===== config.mk =====
export PLATFORM = sky130hd
export DESIGN_NAME = epoch_seconds_to_calendar
export DESIGN_NICKNAME = d
export VERILOG_FILES = /design/src/design/epsc_pkg.sv /design/src/design/epsc_clock_split.sv /design/src/design/epsc_date_split.sv /design/src/design/epoch_seconds_to_calendar.sv
export SDC_FILE = /design/constraint.sdc
export NUM_CORES = 1
export LEC_CHECK = 0
export BUFFER_PORTS_ARGS = -buffer_cell sky130_fd_sc_hd__buf_2
export CAP_MARGIN = 20
export CELL_PAD_IN_SITES_DETAIL_PLACEMENT = 1
export CELL_PAD_IN_SITES_GLOBAL_PLACEMENT = 1
export CORE_AREA = 2 2 300 302
export CTS_CLUSTER_DIAMETER = 50
export CTS_CLUSTER_SIZE = 10
export DETAILED_ROUTE_END_ITERATION = 7
export DIE_AREA = 0 0 302 304
export PLACE_DENSITY_LB_ADDON = 0.1
export SETUP_SLACK_MARGIN = 0.05
export SLEW_MARGIN = 5
export SYNTH_ARGS = -nofsm -noshare
export SYNTH_HDL_FRONTEND = slang
export SYNTH_HIERARCHICAL = 1
export SYNTH_SLANG_ARGS = --single-unit

===== constraint.sdc =====
create_clock -name clk_i -period 9 [get_ports clk_i]
set_clock_uncertainty 0.2 [all_clocks]
set_input_delay 1.35 -clock clk_i [delete_from_list [all_inputs] [get_ports clk_i]]
set_output_delay 1.35 -clock clk_i [all_outputs]
set_load 0.01 [all_outputs]

===== src/design/epsc_pkg.sv =====
package epsc_pkg;

  // input saturation point: 2099-12-31 23:59:59
  localparam logic [31:0] MaxSeconds = 32'd4102444799;

  localparam logic [16:0] SecsPerDay = 17'd86400;
  localparam logic [5:0]  SecsPerMin = 6'd60;

  // days = (secs >> 7) / 675, exact by reciprocal for 25-bit operands
  localparam logic [25:0] DayRecip = 26'd50903317;
  localparam int          DayShift = 35;

  // x / 60 = (x >> 2) / 15, exact by reciprocal for up to 15-bit operands
  localparam logic [15:0] MinRecip = 16'd34953;
  localparam int          MinShift = 19;

  // four-year cycles counted from 1968-01-01 (a leap year)
  localparam logic [16:0] CycRecip      = 17'd91868;
  localparam int          CycShift      = 27;
  localparam logic [10:0] DaysPerCycle  = 11'd1461;
  localparam logic [9:0]  EpochToCycle  = 10'd731;
  localparam logic [11:0] CycleBaseYear = 12'd1968;

  // first day of year offsets within a four-year period
  localparam logic [10:0] Year1Start = 11'd366;
  localparam logic [10:0] Year2Start = 11'd731;
  localparam logic [10:0] Year3Start = 11'd1096;

  localparam int MonthsPerYear = 12;

  // day of year on which month mo (0 = January) begins
  function automatic logic [8:0] month_start(input logic [3:0] mo, input logic leap);
    logic [8:0] base;
    case (mo)
      4'd0:    base = 9'd0;
      4'd1:    base = 9'd31;
      4'd2:    base = 9'd59;
      4'd3:    base = 9'd90;
      4'd4:    base = 9'd120;
      4'd5:    base = 9'd151;
      4'd6:    base = 9'd181;
      4'd7:    base = 9'd212;
      4'd8:    base = 9'd243;
      4'd9:    base = 9'd273;
      4'd10:   base = 9'd304;
      4'd11:   base = 9'd334;
      default: base = 9'd0;
    endcase
    if (leap && (mo >= 4'd2)) begin
      base = base + 9'd1;
    end
    return base;
  endfunction

endpackage


===== src/design/epsc_clock_split.sv =====
module epsc_clock_split import epsc_pkg::*; (
  input  logic        clk_i,
  input  logic [16:0] sod_i,
  output logic [4:0]  hour_o,
  output logic [5:0]  minute_o,
  output logic [5:0]  second_o
);

  // stage a: total minutes of the day
  logic [30:0] min_prod;
  logic [10:0] mtot_a_q;
  logic [16:0] sod_a_q;

  assign min_prod = {16'd0, sod_i[16:2]} * {15'd0, MinRecip};

  always_ff @(posedge clk_i) begin
    mtot_a_q <= min_prod[MinShift+10:MinShift];
    sod_a_q  <= sod_i;
  end

  // stage b: seconds remainder and hour
  logic [16:0] min_secs;
  logic [16:0] sec_full;
  logic [24:0] hr_prod;
  logic [4:0]  hr_b_q;
  logic [5:0]  sec_b_q;
  logic [10:0] mtot_b_q;

  assign min_secs = {6'd0, mtot_a_q} * {11'd0, SecsPerMin};
  assign sec_full = sod_a_q - min_secs;
  assign hr_prod  = {16'd0, mtot_a_q[10:2]} * {9'd0, MinRecip};

  always_ff @(posedge clk_i) begin
    hr_b_q   <= hr_prod[MinShift+4:MinShift];
    sec_b_q  <= sec_full[5:0];
    mtot_b_q <= mtot_a_q;
  end

  // stage c: minute remainder, output registers
  logic [10:0] hr_mins;
  logic [10:0] min_full;
  logic [4:0]  hour_q;
  logic [5:0]  minute_q;
  logic [5:0]  second_q;

  assign hr_mins  = {6'd0, hr_b_q} * {5'd0, SecsPerMin};
  assign min_full = mtot_b_q - hr_mins;

  always_ff @(posedge clk_i) begin
    hour_q   <= hr_b_q;
    minute_q <= min_full[5:0];
    second_q <= sec_b_q;
  end

  assign hour_o   = hour_q;
  assign minute_o = minute_q;
  assign second_o = second_q;

endmodule


===== src/design/epsc_date_split.sv =====
module epsc_date_split import epsc_pkg::*; (
  input  logic        clk_i,
  input  logic [15:0] cyc_days_i,
  input  logic [5:0]  cyc_i,
  output logic [11:0] year_o,
  output logic [3:0]  month_o,
  output logic [4:0]  day_o,
  output logic [8:0]  doy_o,
  output logic        leap_o
);

  // stage a: day within the four-year cycle
  logic [15:0] cyc_span;
  logic [15:0] rem_full;
  logic [10:0] rem_a_q;
  logic [5:0]  cyc_a_q;

  assign cyc_span = {10'd0, cyc_i} * {5'd0, DaysPerCycle};
  assign rem_full = cyc_days_i - cyc_span;

  always_ff @(posedge clk_i) begin
    rem_a_q <= rem_full[10:0];
    cyc_a_q <= cyc_i;
  end

  // stage b: year within the cycle, day of year
  logic [1:0]  yoff;
  logic [10:0] ystart;
  logic [10:0] doy_full;
  logic [11:0] year_b_q;
  logic [8:0]  doy_b_q;
  logic        leap_b_q;

  always_comb begin
    if (rem_a_q >= Year3Start) begin
      yoff   = 2'd3;
      ystart = Year3Start;
    end else if (rem_a_q >= Year2Start) begin
      yoff   = 2'd2;
      ystart = Year2Start;
    end else if (rem_a_q >= Year1Start) begin
      yoff   = 2'd1;
      ystart = Year1Start;
    end else begin
      yoff   = 2'd0;
      ystart = 11'd0;
    end
  end

  assign doy_full = rem_a_q - ystart;

  always_ff @(posedge clk_i) begin
    year_b_q <= CycleBaseYear + {4'd0, cyc_a_q, yoff};
    doy_b_q  <= doy_full[8:0];
    leap_b_q <= (yoff == 2'd0);
  end

  // stage c: month and day of month, output registers
  logic [3:0]  mo_idx;
  logic [8:0]  dom_full;
  logic [11:0] year_q;
  logic [3:0]  month_q;
  logic [4:0]  day_q;
  logic [8:0]  doy_q;
  logic        leap_q;

  always_comb begin
    mo_idx = 4'd0;
    for (int k = 1; k < MonthsPerYear; k++) begin
      mo_idx = mo_idx + 4'(doy_b_q >= month_start(4'(k), leap_b_q));
    end
  end

  assign dom_full = doy_b_q - month_start(mo_idx, leap_b_q) + 9'd1;

  always_ff @(posedge clk_i) begin
    year_q  <= year_b_q;
    month_q <= mo_idx + 4'd1;
    day_q   <= dom_full[4:0];
    doy_q   <= doy_b_q;
    leap_q  <= leap_b_q;
  end

  assign year_o  = year_q;
  assign month_o = month_q;
  assign day_o   = day_q;
  assign doy_o   = doy_q;
  assign leap_o  = leap_q;

endmodule


===== src/design/epoch_seconds_to_calendar.sv =====
// Converts seconds since 1970-01-01 00:00:00 into calendar date and time of
// day for the years 1970 through 2099; inputs past the end of 2099 saturate to
// 2099-12-31 23:59:59. The block holds no state beyond its pipeline registers.
// It is a five-stage pipeline fed by constant-reciprocal multipliers: a new
// timestamp is taken every cycle (busy_o stays low), and its result appears
// with done_o high as it leaves the last stage, for one cycle only. The
// receiver must capture the result in that cycle.
module epoch_seconds_to_calendar import epsc_pkg::*; (
  input  logic        clk_i,
  input  logic        rst_ni,
  input  logic        start_i,
  output logic        busy_o,
  input  logic [31:0] epoch_seconds_i,
  output logic        done_o,
  output logic [11:0] year_number_o,
  output logic [3:0]  month_number_o,
  output logic [4:0]  day_of_month_o,
  output logic [4:0]  hour_of_day_o,
  output logic [5:0]  minute_of_hour_o,
  output logic [5:0]  second_of_minute_o,
  output logic [8:0]  day_of_year_o,
  output logic        is_leap_year_o,
  output logic [15:0] days_since_epoch_o
);

  localparam int Depth = 5;

  // valid bits travel alongside the data
  logic [Depth-1:0] vld_q;
  logic [Depth-1:0] vld_d;

  assign vld_d = {vld_q[Depth-2:0], start_i};

  always_ff @(posedge clk_i or negedge rst_ni) begin
    if (!rst_ni) begin
      vld_q <= '0;
    end else begin
      vld_q <= vld_d;
    end
  end

  // stage 1: saturate and whole days
  logic [31:0] secs_sat;
  logic [50:0] day_prod;
  logic [31:0] secs1_q;
  logic [15:0] days1_q;

  assign secs_sat = (epoch_seconds_i > MaxSeconds) ? MaxSeconds : epoch_seconds_i;
  assign day_prod = {26'd0, secs_sat[31:7]} * {25'd0, DayRecip};

  always_ff @(posedge clk_i) begin
    secs1_q <= secs_sat;
    days1_q <= day_prod[DayShift+15:DayShift];
  end

  // stage 2: seconds of day and four-year cycle number
  logic [32:0] day_secs;
  logic [16:0] sod_d;
  logic [15:0] cyc_days;
  logic [32:0] cyc_prod;
  logic [16:0] sod2_q;
  logic [15:0] cyc_days2_q;
  logic [5:0]  cyc2_q;
  logic [15:0] days2_q;

  assign day_secs = {17'd0, days1_q} * {16'd0, SecsPerDay};
  assign sod_d    = secs1_q[16:0] - day_secs[16:0];
  assign cyc_days = days1_q + {6'd0, EpochToCycle};
  assign cyc_prod = {17'd0, cyc_days} * {16'd0, CycRecip};

  always_ff @(posedge clk_i) begin
    sod2_q      <= sod_d;
    cyc_days2_q <= cyc_days;
    cyc2_q      <= cyc_prod[CycShift+5:CycShift];
    days2_q     <= days1_q;
  end

  // stages 3 to 5: time of day and date in parallel
  epsc_clock_split u_clock (
    .clk_i    (clk_i),
    .sod_i    (sod2_q),
    .hour_o   (hour_of_day_o),
    .minute_o (minute_of_hour_o),
    .second_o (second_of_minute_o)
  );

  epsc_date_split u_date (
    .clk_i      (clk_i),
    .cyc_days_i (cyc_days2_q),
    .cyc_i      (cyc2_q),
    .year_o     (year_number_o),
    .month_o    (month_number_o),
    .day_o      (day_of_month_o),
    .doy_o      (day_of_year_o),
    .leap_o     (is_leap_year_o)
  );

  // day count delay line matching the split units
  logic [15:0] days3_q;
  logic [15:0] days4_q;
  logic [15:0] days5_q;

  always_ff @(posedge clk_i) begin
    days3_q <= days2_q;
    days4_q <= days3_q;
    days5_q <= days4_q;
  end

  assign days_since_epoch_o = days5_q;
  assign done_o             = vld_q[Depth-1];
  assign busy_o             = 1'b0;

  // result sanity checks
  a_time_range: assert property (@(posedge clk_i) disable iff (!rst_ni)
    done_o |-> (hour_of_day_o <= 5'd23) && (minute_of_hour_o <= 6'd59)
               && (second_of_minute_o <= 6'd59))
    else $error("time of day out of range");

  a_date_range: assert property (@(posedge clk_i) disable iff (!rst_ni)
    done_o |-> (month_number_o >= 4'd1) && (month_number_o <= 4'd12)
               && (day_of_month_o >= 5'd1) && (day_of_year_o <= 9'd365))
    else $error("date out of range");

  a_leap_match: assert property (@(posedge clk_i) disable iff (!rst_ni)
    done_o |-> (is_leap_year_o == (year_number_o[1:0] == 2'd0)))
    else $error("leap flag disagrees with year");

  a_year_range: assert property (@(posedge clk_i) disable iff (!rst_ni)
    done_o |-> (year_number_o >= 12'd1970) && (year_number_o <= 12'd2099)
               && (days_since_epoch_o <= 16'd47481))
    else $error("year out of range");

endmodule


==> flow_summary.yaml, run 1 <==
clocking:
  numCtsBuffers: 37
  cts_tree: "built"
  cts_max_level: 2
  insertion_delay_ns: 0.53
  clock_sinks: 255
  cts_root_buf: "clkbuf_16"
  cts.clk_slew.worst_paths_ns: 0.05
  cts_buffer_depth: 3
yosys:
  avgSynthCellArea_sq_um: 10.1
  synth_area_sq_um: 27200
  syn_inst: 2683
  ys_warn_count: 6
  synth_nets: 3679
grt:
  busiest_layer: "met2"
  antenna_found_initial: 4
  grt_first_pass_wirelength_um: 123000
  grt_pass1_vias: 22100
  grt_max_degree: 15
  gr-usage-met3: 0.0175
  use_met2: 0.304
  use_met1: 0.224
  grt.total_usage: 0.173
  overflow: 0
floorplanning:
  fp.dieH_um: 304
  die-area_sq_um: 91800
  initial_core_util: 0.305
  fp-row-count: 110
  ios: 101
  core_sq_um: 89000
  die_x_um: 302
critical_path:
  crit_path_end: "days1_q[13]"
  reg2regPathDepth: 28
  cp-startpoint: "epoch_seconds_i[27]"
  critical_path.max_fanout: 9
  rrSetupSlack_ns: 0.75
  startpoint_type: "input port"
  worst_path_max_delay_cell: "or4_1"
  cp.arrival_ns: 8.83
  r2r-start: "days1_q[1]"
  cpMostUsedCell: "fa_1"
  critical_path_required_ns: 9.21
  critPathCaptureType: "flip-flop"
  path_class: "in2reg"
  slowest_delay_ns: 0.59
  r2r-end: "cyc2_q[3]"
run_status:
  outcome: "completed"
sta:
  period_share: 0.958
  drv_slew: 0
  finalSetupTns_ns: 0
  hold_viol: 0
  min_period_ns: 8.62
  worstMarginPinSlew_ns: 0.770
  rsz0062_at_grt: "true"
  fmax_mhz: 116
  slew_headroom: 0.483
  setup_violations: 0
route:
  post_drt_via_cell_ratio: 4.51
  wl_um: 76500
  firstDrtPassIters: 4
  initialDrtViolationCount: 513
  avgRoutedWirePerCell_um: 18.2
  drtAntennaViolNets: 0
  drc: 0
  num_vias: 19000
placed_design:
  port_buffers: 99
  routabilityCongestion: 0.896
  dp_hpwl_um: 68100
final_layout:
  drive_gt1_frac: 0.127
  ff_latch_area_sq_um: 5130
  final_nets: 4000
  syn_to_final_growth_pct: 16.8
  multi_input_area_sq_um: 19400
  fill_cells: 10100
hold_path:
  min_path_type: "reg2reg"
run:
  max_cap_viol_count: 0
==> layout make-up <==
| cell class | instances | share of cell area |
|---|---|---|
| Multi-Input combinational cell | 1720 | 0.611 |
| Inverter | 691 | 0.0817 |
| Sequential cell | 255 | 0.162 |
| Tap cell | 1176 | 0.0463 |
| Timing Repair Buffer | 299 | 0.0633 |
| Antenna cell | 1 | 0.0000788 |
| Clock inverter | 13 | 0.00524 |
| Clock buffer | 44 | 0.0313 |
==> sequential cells by signal (all words and copies together), names as in the netlist, 16 cells and up <==
signal and count:
days1_q 16, days2_q 16, days3_q 16, days4_q 16, days_since_epoch_o 16, secs1_q 17, sod2_q 17
==> cell usage in the layout (no fill, tap or decap), drive strengths merged, types with 7 or more instances in the layout <==
cell    count
xor2       34
fa        336
a21o       29
nand2b     21
nor4       11
and2       11
a21oi     116
a211oi     16
nor3       21
buf       299
a21boi      8
inv       694
nand2      80
or2         8
nand4      25
nor2       59
dfxtp     250
ha        625
clkbuf     44
o21ai      69
clkinv      7
o21bai     15
o21a       13
a31oi      10
nand3      23
nor2b      18
xnor2      83
==> worst max-delay path, delay by kind of cell <==
family / cells / cell delay, ns
buffers and inverters: 10 / 1.18
XOR/XNOR: 1 / 0.13
AND/OR/NAND/NOR: 5 / 1.29
adder cells (fa/ha/maj): 8 / 3.66
AO/OA/AOI/OAI: 6 / 1.19
==> metal layers <==
layer / up-vias / share of wire
met5: - / 0
met4: 0 / 0.027
met3: 89 / 0.036
met2: 264 / 0.49
met1: 9350 / 0.45
li1: 9255 / -
==> metrics by stage <==
stage	hold WS (ns)	setup slack (ns)	std cells	cell area, sq um	utilization
2_1_floorplan	0.110	0.349	2683	27200	-
6_report	0.108	0.382	4199	31800	0.357
5_1_grt	0.119	0.0447	4198	31800	0.357
3_5_place_dp	0.113	-0.394	4141	30600	0.343
4_1_cts	0.102	0.114	4198	31700	0.356
3_3_place_gp	0.111	-0.338	4141	30600	0.343
==> how the worst min path moves through the flow <==
stage	startpoint	end	slack [ns]	cells after the start
2_1_floorplan	days2_q[0]	days3_q[0]	0.11	0
3_3_place_gp	secs1_q[1]	sod2_q[1]	0.11	0
3_5_place_dp	u_clock/sec_b_q[2]	u_clock/second_o[2]	0.11	0
4_1_cts	secs1_q[2]	sod2_q[2]	0.10	0
5_1_grt	secs1_q[2]	sod2_q[2]	0.12	0
6_report	secs1_q[2]	sod2_q[2]	0.11	0
==> repair_timing <==
item | 4_1_cts | 5_1_grt
buffers inserted | 0 | 0
endpoints found under the setup margin | 0 | 6
gates resized for setup | 0 | 3
hold buffers | 0 | 0
Power of run 1 is left out: the tool's default activity adds up to more than one toggle a clock period on the data nets, which glitch-free logic cannot reach.
==> run 2: changes to the inputs <==
--- a/config.mk
+++ b/config.mk
@@ -5,15 +5,16 @@
 export SDC_FILE = /design/constraint.sdc
 export NUM_CORES = 1
 export LEC_CHECK = 0
+export ABC_AREA = 1
 export BUFFER_PORTS_ARGS = -buffer_cell sky130_fd_sc_hd__buf_2
 export CAP_MARGIN = 20
 export CELL_PAD_IN_SITES_DETAIL_PLACEMENT = 1
 export CELL_PAD_IN_SITES_GLOBAL_PLACEMENT = 1
-export CORE_AREA = 2 2 300 302
+export CORE_AREA = 2 2 312 314
 export CTS_CLUSTER_DIAMETER = 50
 export CTS_CLUSTER_SIZE = 10
 export DETAILED_ROUTE_END_ITERATION = 7
-export DIE_AREA = 0 0 302 304
+export DIE_AREA = 0 0 314 316
 export PLACE_DENSITY_LB_ADDON = 0.1
 export SETUP_SLACK_MARGIN = 0.05
 export SLEW_MARGIN = 5
==> run 2 against run 1 <==
Compared with the run above:
- critical endpoint is now days1_q[15]
- final cell count rose by 15%
- sequential share of layout area fell by 0.74 points
- non-clock buffer count fell by 174
- die area grew 8.1%
- utilization shrank 0.99 points
- highest routed layer unchanged
- worst hold slack better by 0.016 ns
- critical path depth up 1
- critical path type unchanged
- area after synthesis is 8.3% higher
- largest cell class unchanged
- first-iteration DRC count grew 30%
- synthesized cell count up 25%
- via count rose by 15%
==> flow_summary.yaml, run 2 <==
grt:
  grt_first_pass_wirelength_um: 137000
  grt_max_degree: 14
  grt.total_usage: 0.177
  overflow: 0
  grt_pass1_vias: 25100
  antenna_found_initial: 2
route:
  route.met3.wl_um: 1860
  dr_wl_met2_um: 41600
  drtAntennaViolNets: 0
  initialDrtViolationCount: 665
  drc: 0
  top_layer: "met4"
  firstDrtPassIters: 5
  wl_um: 84300
  post_drt_via_cell_ratio: 4.53
  avgRoutedWirePerCell_um: 17.5
  num_vias: 21800
  met1_length_um: 38900
final_layout:
  diodes: 0
  syn_to_final_growth_pct: 13.0
  drive_gt1_frac: 0.0813
  final_nets: 4502
  layout_common_cells: "inv_1, ha_1, nand2_1"
  layout_commonest_cell: "inv_1"
  reg.largest.list: "secs1_q: 17 flops, sod2_q: 17 flops"
hold_path:
  min_path_type: "reg2reg"
  min_path_cells: 0
  hold_end: "days4_q[5]"
  hp-start: "days3_q[5]"
critical_path:
  critical_path_required_ns: 9.28
  cpMostUsedCell: "nand2_1"
  r2r-start: "days1_q[0]"
  reg2regPathDepth: 32
  startpoint_type: "input port"
  rrSetupSlack_ns: 1.04
  worst_path_max_delay_cell: "nor2_1"
  crit_family: "adder cells"
  critPathBufInv: 7
  critical_path.max_fanout: 12
  critPathCaptureType: "flip-flop"
  r2r-end: "cyc2_q[2]"
  slowest_delay_ns: 0.70
  path_class: "in2reg"
  cp.arrival_ns: 8.63
clocking:
  cts.clk_slew.worst_paths_ns: 0.05
  postCtsSetupBuffers: 0
  cts_buffer_depth: 3
  insertion_delay_ns: 0.60
  cts_tree: "built"
  clock_sinks: 255
  hold_buffers: 0
  numCtsBuffers: 48
  cts_root_buf: "clkbuf_16"
  post_cts_resized: 0
  cts_max_level: 2
floorplanning:
  ios: 101
  die-area_sq_um: 99200
  fp-row-count: 114
  die_x_um: 314
  fp.dieH_um: 316
  core_sq_um: 96000
  initial_core_util: 0.307
yosys:
  synth_nets: 4341
  avgSynthCellArea_sq_um: 8.80
  synth_area_sq_um: 29400
  syn_inst: 3345
  ys_warn_count: 6
sta:
  period_share: 0.929
  worstMarginPinSlew_ns: 0.990
  hold_viol: 0
  drv_slew: 0
  rsz0062_at_grt: "false"
  min_period_ns: 8.36
  holdWs_ns: 0.123
  fmax_mhz: 120
  slew_headroom: 0.338
  final.setup.worst_slack_ns: 0.641
  setup_violations: 0
placed_design:
  place_ws_ns: -0.00166
  routabilityCongestion: 0.879
  port_buffers: 99
  dp_hpwl_um: 75500
run_status:
  outcome: "completed"
run:
  max_cap_viol_count: 0
[run 2: layout make-up]
type,instances,area (sq um)
clock buffers,54,1270
clock inverters,31,339
fillers,11300,62700
inverters,858,3220
multi-input cells,2218,21000
flip-flops and latches,255,5130
well taps,1276,1600
repair buffers,125,691
[run 2: worst max-delay path by stage]
stage,cells after the start,slack [ns],startpoint,endpoint
CTS,31,0.65,epoch_seconds_i[25],days1_q[9]
detailed placement,31,-0.002,epoch_seconds_i[25],days1_q[9]
global route,31,0.12,epoch_seconds_i[25],days1_q[9]
floorplan,32,0.88,epoch_seconds_i[22],days1_q[11]
finish,31,0.64,epoch_seconds_i[25],days1_q[15]
global placement,31,0.04,epoch_seconds_i[30],days1_q[15]
[run 2: worst register-to-register path, delay by kind of cell (launching register included)]
family                   cells  cell delay, ns
AO/OA/AOI/OAI                5            0.92
XOR/XNOR                     1            0.13
adder cells (fa/ha/maj)      8            3.80
buffers and inverters        8            1.19
flip-flops                   1            0.29
AND/OR/NAND/NOR             10            1.34
[run 2: metal layers]
metal  vias up  GRT usage
met5         -          0
met2       223      0.318
met3        97     0.0178
met1     10700      0.226
li1      10800          -
met4         0     0.0452
[run 2: metrics by stage]
stage	TNS (ns)	std cells	util	area, sq um
3_3_place_gp	0	4732	0.330	31700
4_1_cts	0	4817	0.347	33300
3_5_place_dp	-0.00166	4732	0.330	31700
5_1_grt	0	4817	0.347	33300
6_report	0	4817	0.347	33300
2_1_floorplan	0	3345	-	29400
Power of run 2 is left out for the same reason.
==> run 3: changes to the inputs <==
--- a/config.mk
+++ b/config.mk
@@ -9,7 +9,7 @@
 export BUFFER_PORTS_ARGS = -buffer_cell sky130_fd_sc_hd__buf_2
 export CAP_MARGIN = 20
 export CELL_PAD_IN_SITES_DETAIL_PLACEMENT = 1
-export CELL_PAD_IN_SITES_GLOBAL_PLACEMENT = 1
+export CELL_PAD_IN_SITES_GLOBAL_PLACEMENT = 2
 export CORE_AREA = 2 2 312 314
 export CTS_CLUSTER_DIAMETER = 50
 export CTS_CLUSTER_SIZE = 10
==> run 3 against run 2 <==
Compared with the run above:
- first-iteration DRC count up 7.8%
- critical endpoint is now days1_q[14]
- critical path depth decreased by 1
- clock-buffer cell count down 1
- utilization decreased by 0.29 points
- global-route usage rose by 0.32 points
- worst hold slack lost 0.0027 ns
- die area unchanged
- register-to-register slack gained 0.10 ns
- non-clock buffer count unchanged
- highest routed layer unchanged
- worst setup slack gained 0.015 ns
- sequential share of layout area rose by 0.13 points
==> flow_summary.yaml, run 3 (synthesis results as in run 2) <==
placed_design:
  routabilityCongestion: 0.871
  dp_hpwl_um: 76000
  port_buffers: 99
route:
  num_vias: 21700
  post_drt_via_cell_ratio: 4.52
  firstDrtPassIters: 4
  drc: 0
  wl_um: 85200
  drtAntennaViolNets: 0
  avgRoutedWirePerCell_um: 17.7
  initialDrtViolationCount: 717
sta:
  period_share: 0.927
  fmax_mhz: 120
  worstMarginPinSlew_ns: 0.933
  setup_violations: 0
  rsz0062_at_grt: "false"
  finalSetupTns_ns: 0
  slew_headroom: 0.376
  min_period_ns: 8.34
  hold_viol: 0
  drv_slew: 0
floorplanning:
  die-area_sq_um: 99200
  initial_core_util: 0.307
  core_sq_um: 96000
  fp-row-count: 114
  die_x_um: 314
  fp.dieH_um: 316
  ios: 101
critical_path:
  critical_path.max_fanout: 20
  cp.arrival_ns: 8.62
  cpMostUsedCell: "fa_1"
  critical_path_required_ns: 9.27
  startpoint_type: "input port"
  rrSetupSlack_ns: 1.14
  reg2regPathDepth: 32
  r2r-start: "days1_q[1]"
  worst_path_max_delay_cell: "fa_1"
  path_class: "in2reg"
  critPathCaptureType: "flip-flop"
  slowest_delay_ns: 0.54
  r2r-end: "cyc2_q[3]"
run_status:
  outcome: "completed"
hold_path:
  hold_end: "days_since_epoch_o[10]"
  hp-start: "days4_q[10]"
  min_path_type: "reg2reg"
  min_path_cells: 0
run:
  max_cap_viol_count: 0
final_layout:
  layout_common_cells: "inv_1, ha_1, nand2_1"
  diodes: 0
  layout_commonest_cell: "inv_1"
  final_nets: 4496
  syn_to_final_growth_pct: 12.1
  drive_gt1_frac: 0.0768
  reg.largest.list: "secs1_q: 17 flops, sod2_q: 17 flops"
clocking:
  post_cts_resized: 0
  cts_buffer_depth: 3
  hold_buffers: 0
  insertion_delay_ns: 0.58
  cts_root_buf: "clkbuf_16"
  numCtsBuffers: 42
  clock_sinks: 255
  cts_max_level: 2
  cts_tree: "built"
  postCtsSetupBuffers: 0
  cts.clk_slew.worst_paths_ns: 0.05
grt:
  busiest_layer: "met2"
  overflow: 0
  grt_max_degree: 21
  use_met2: 0.317
  antenna_found_initial: 0
  grt_pass1_vias: 24800
  use_met1: 0.236
  grt.total_usage: 0.180
  grt_first_pass_wirelength_um: 138000
  gr-usage-met3: 0.0247
## run 3: cell types whose count changed in the layout (fill, tap and decap cells not counted), sizes merged
cell      before  now
bufinv         3    0
clkbuf        54   53
clkinvlp       5    1
clkinv        13   10
inv          868  866
## run 3: cell type report
class,instances,area [sq um]
well taps,1276,1600
inverters,858,3220
multi-input cells,2218,21000
repair buffers,125,691
flip-flops and latches,255,5130
clock buffers,53,1140
fillers,11200,63000
clock inverters,19,189
## run 3: metal layers
metal | wire (um) | part of all wire
met4 | 1410 | 0.016
met1 | 40100 | 0.47
met3 | 2660 | 0.031
met5 | 0 | 0
met2 | 41100 | 0.48
## run 3: worst max-delay path: cells and delay by family
kind | cells | cell delay [ns]
AOI/OAI and AO/OA | 4 | 0.83
xor gates and xnor gates | 1 | 0.12
adders and majority gates | 8 | 3.65
buffers and inverters | 8 | 0.89
and+or+nand+nor | 9 | 1.74
## run 3: per-stage QoR
step	hold WS, ns	area (sq um)	utilization	std cells	setup WS, ns
floorplan	0.110	29400	-	3345	0.882
CTS	0.123	33000	0.344	4804	0.680
global route	0.128	33000	0.344	4804	0.110
detailed placement	0.113	31700	0.330	4732	0.0514
global placement	0.110	31700	0.330	4732	0.116
finish	0.121	33000	0.344	4804	0.656
## run 3: worst max path at each step
stage / from / endpoint / cells after the start
2_1_floorplan: epoch_seconds_i[22] / days1_q[11] / 32
3_3_place_gp: epoch_seconds_i[31] / days1_q[8] / 32
3_5_place_dp: epoch_seconds_i[31] / days1_q[8] / 32
4_1_cts: epoch_seconds_i[31] / days1_q[8] / 32
5_1_grt: epoch_seconds_i[31] / days1_q[8] / 32
6_report: epoch_seconds_i[31] / days1_q[14] / 30
Power of run 3 is left out for the same reason.
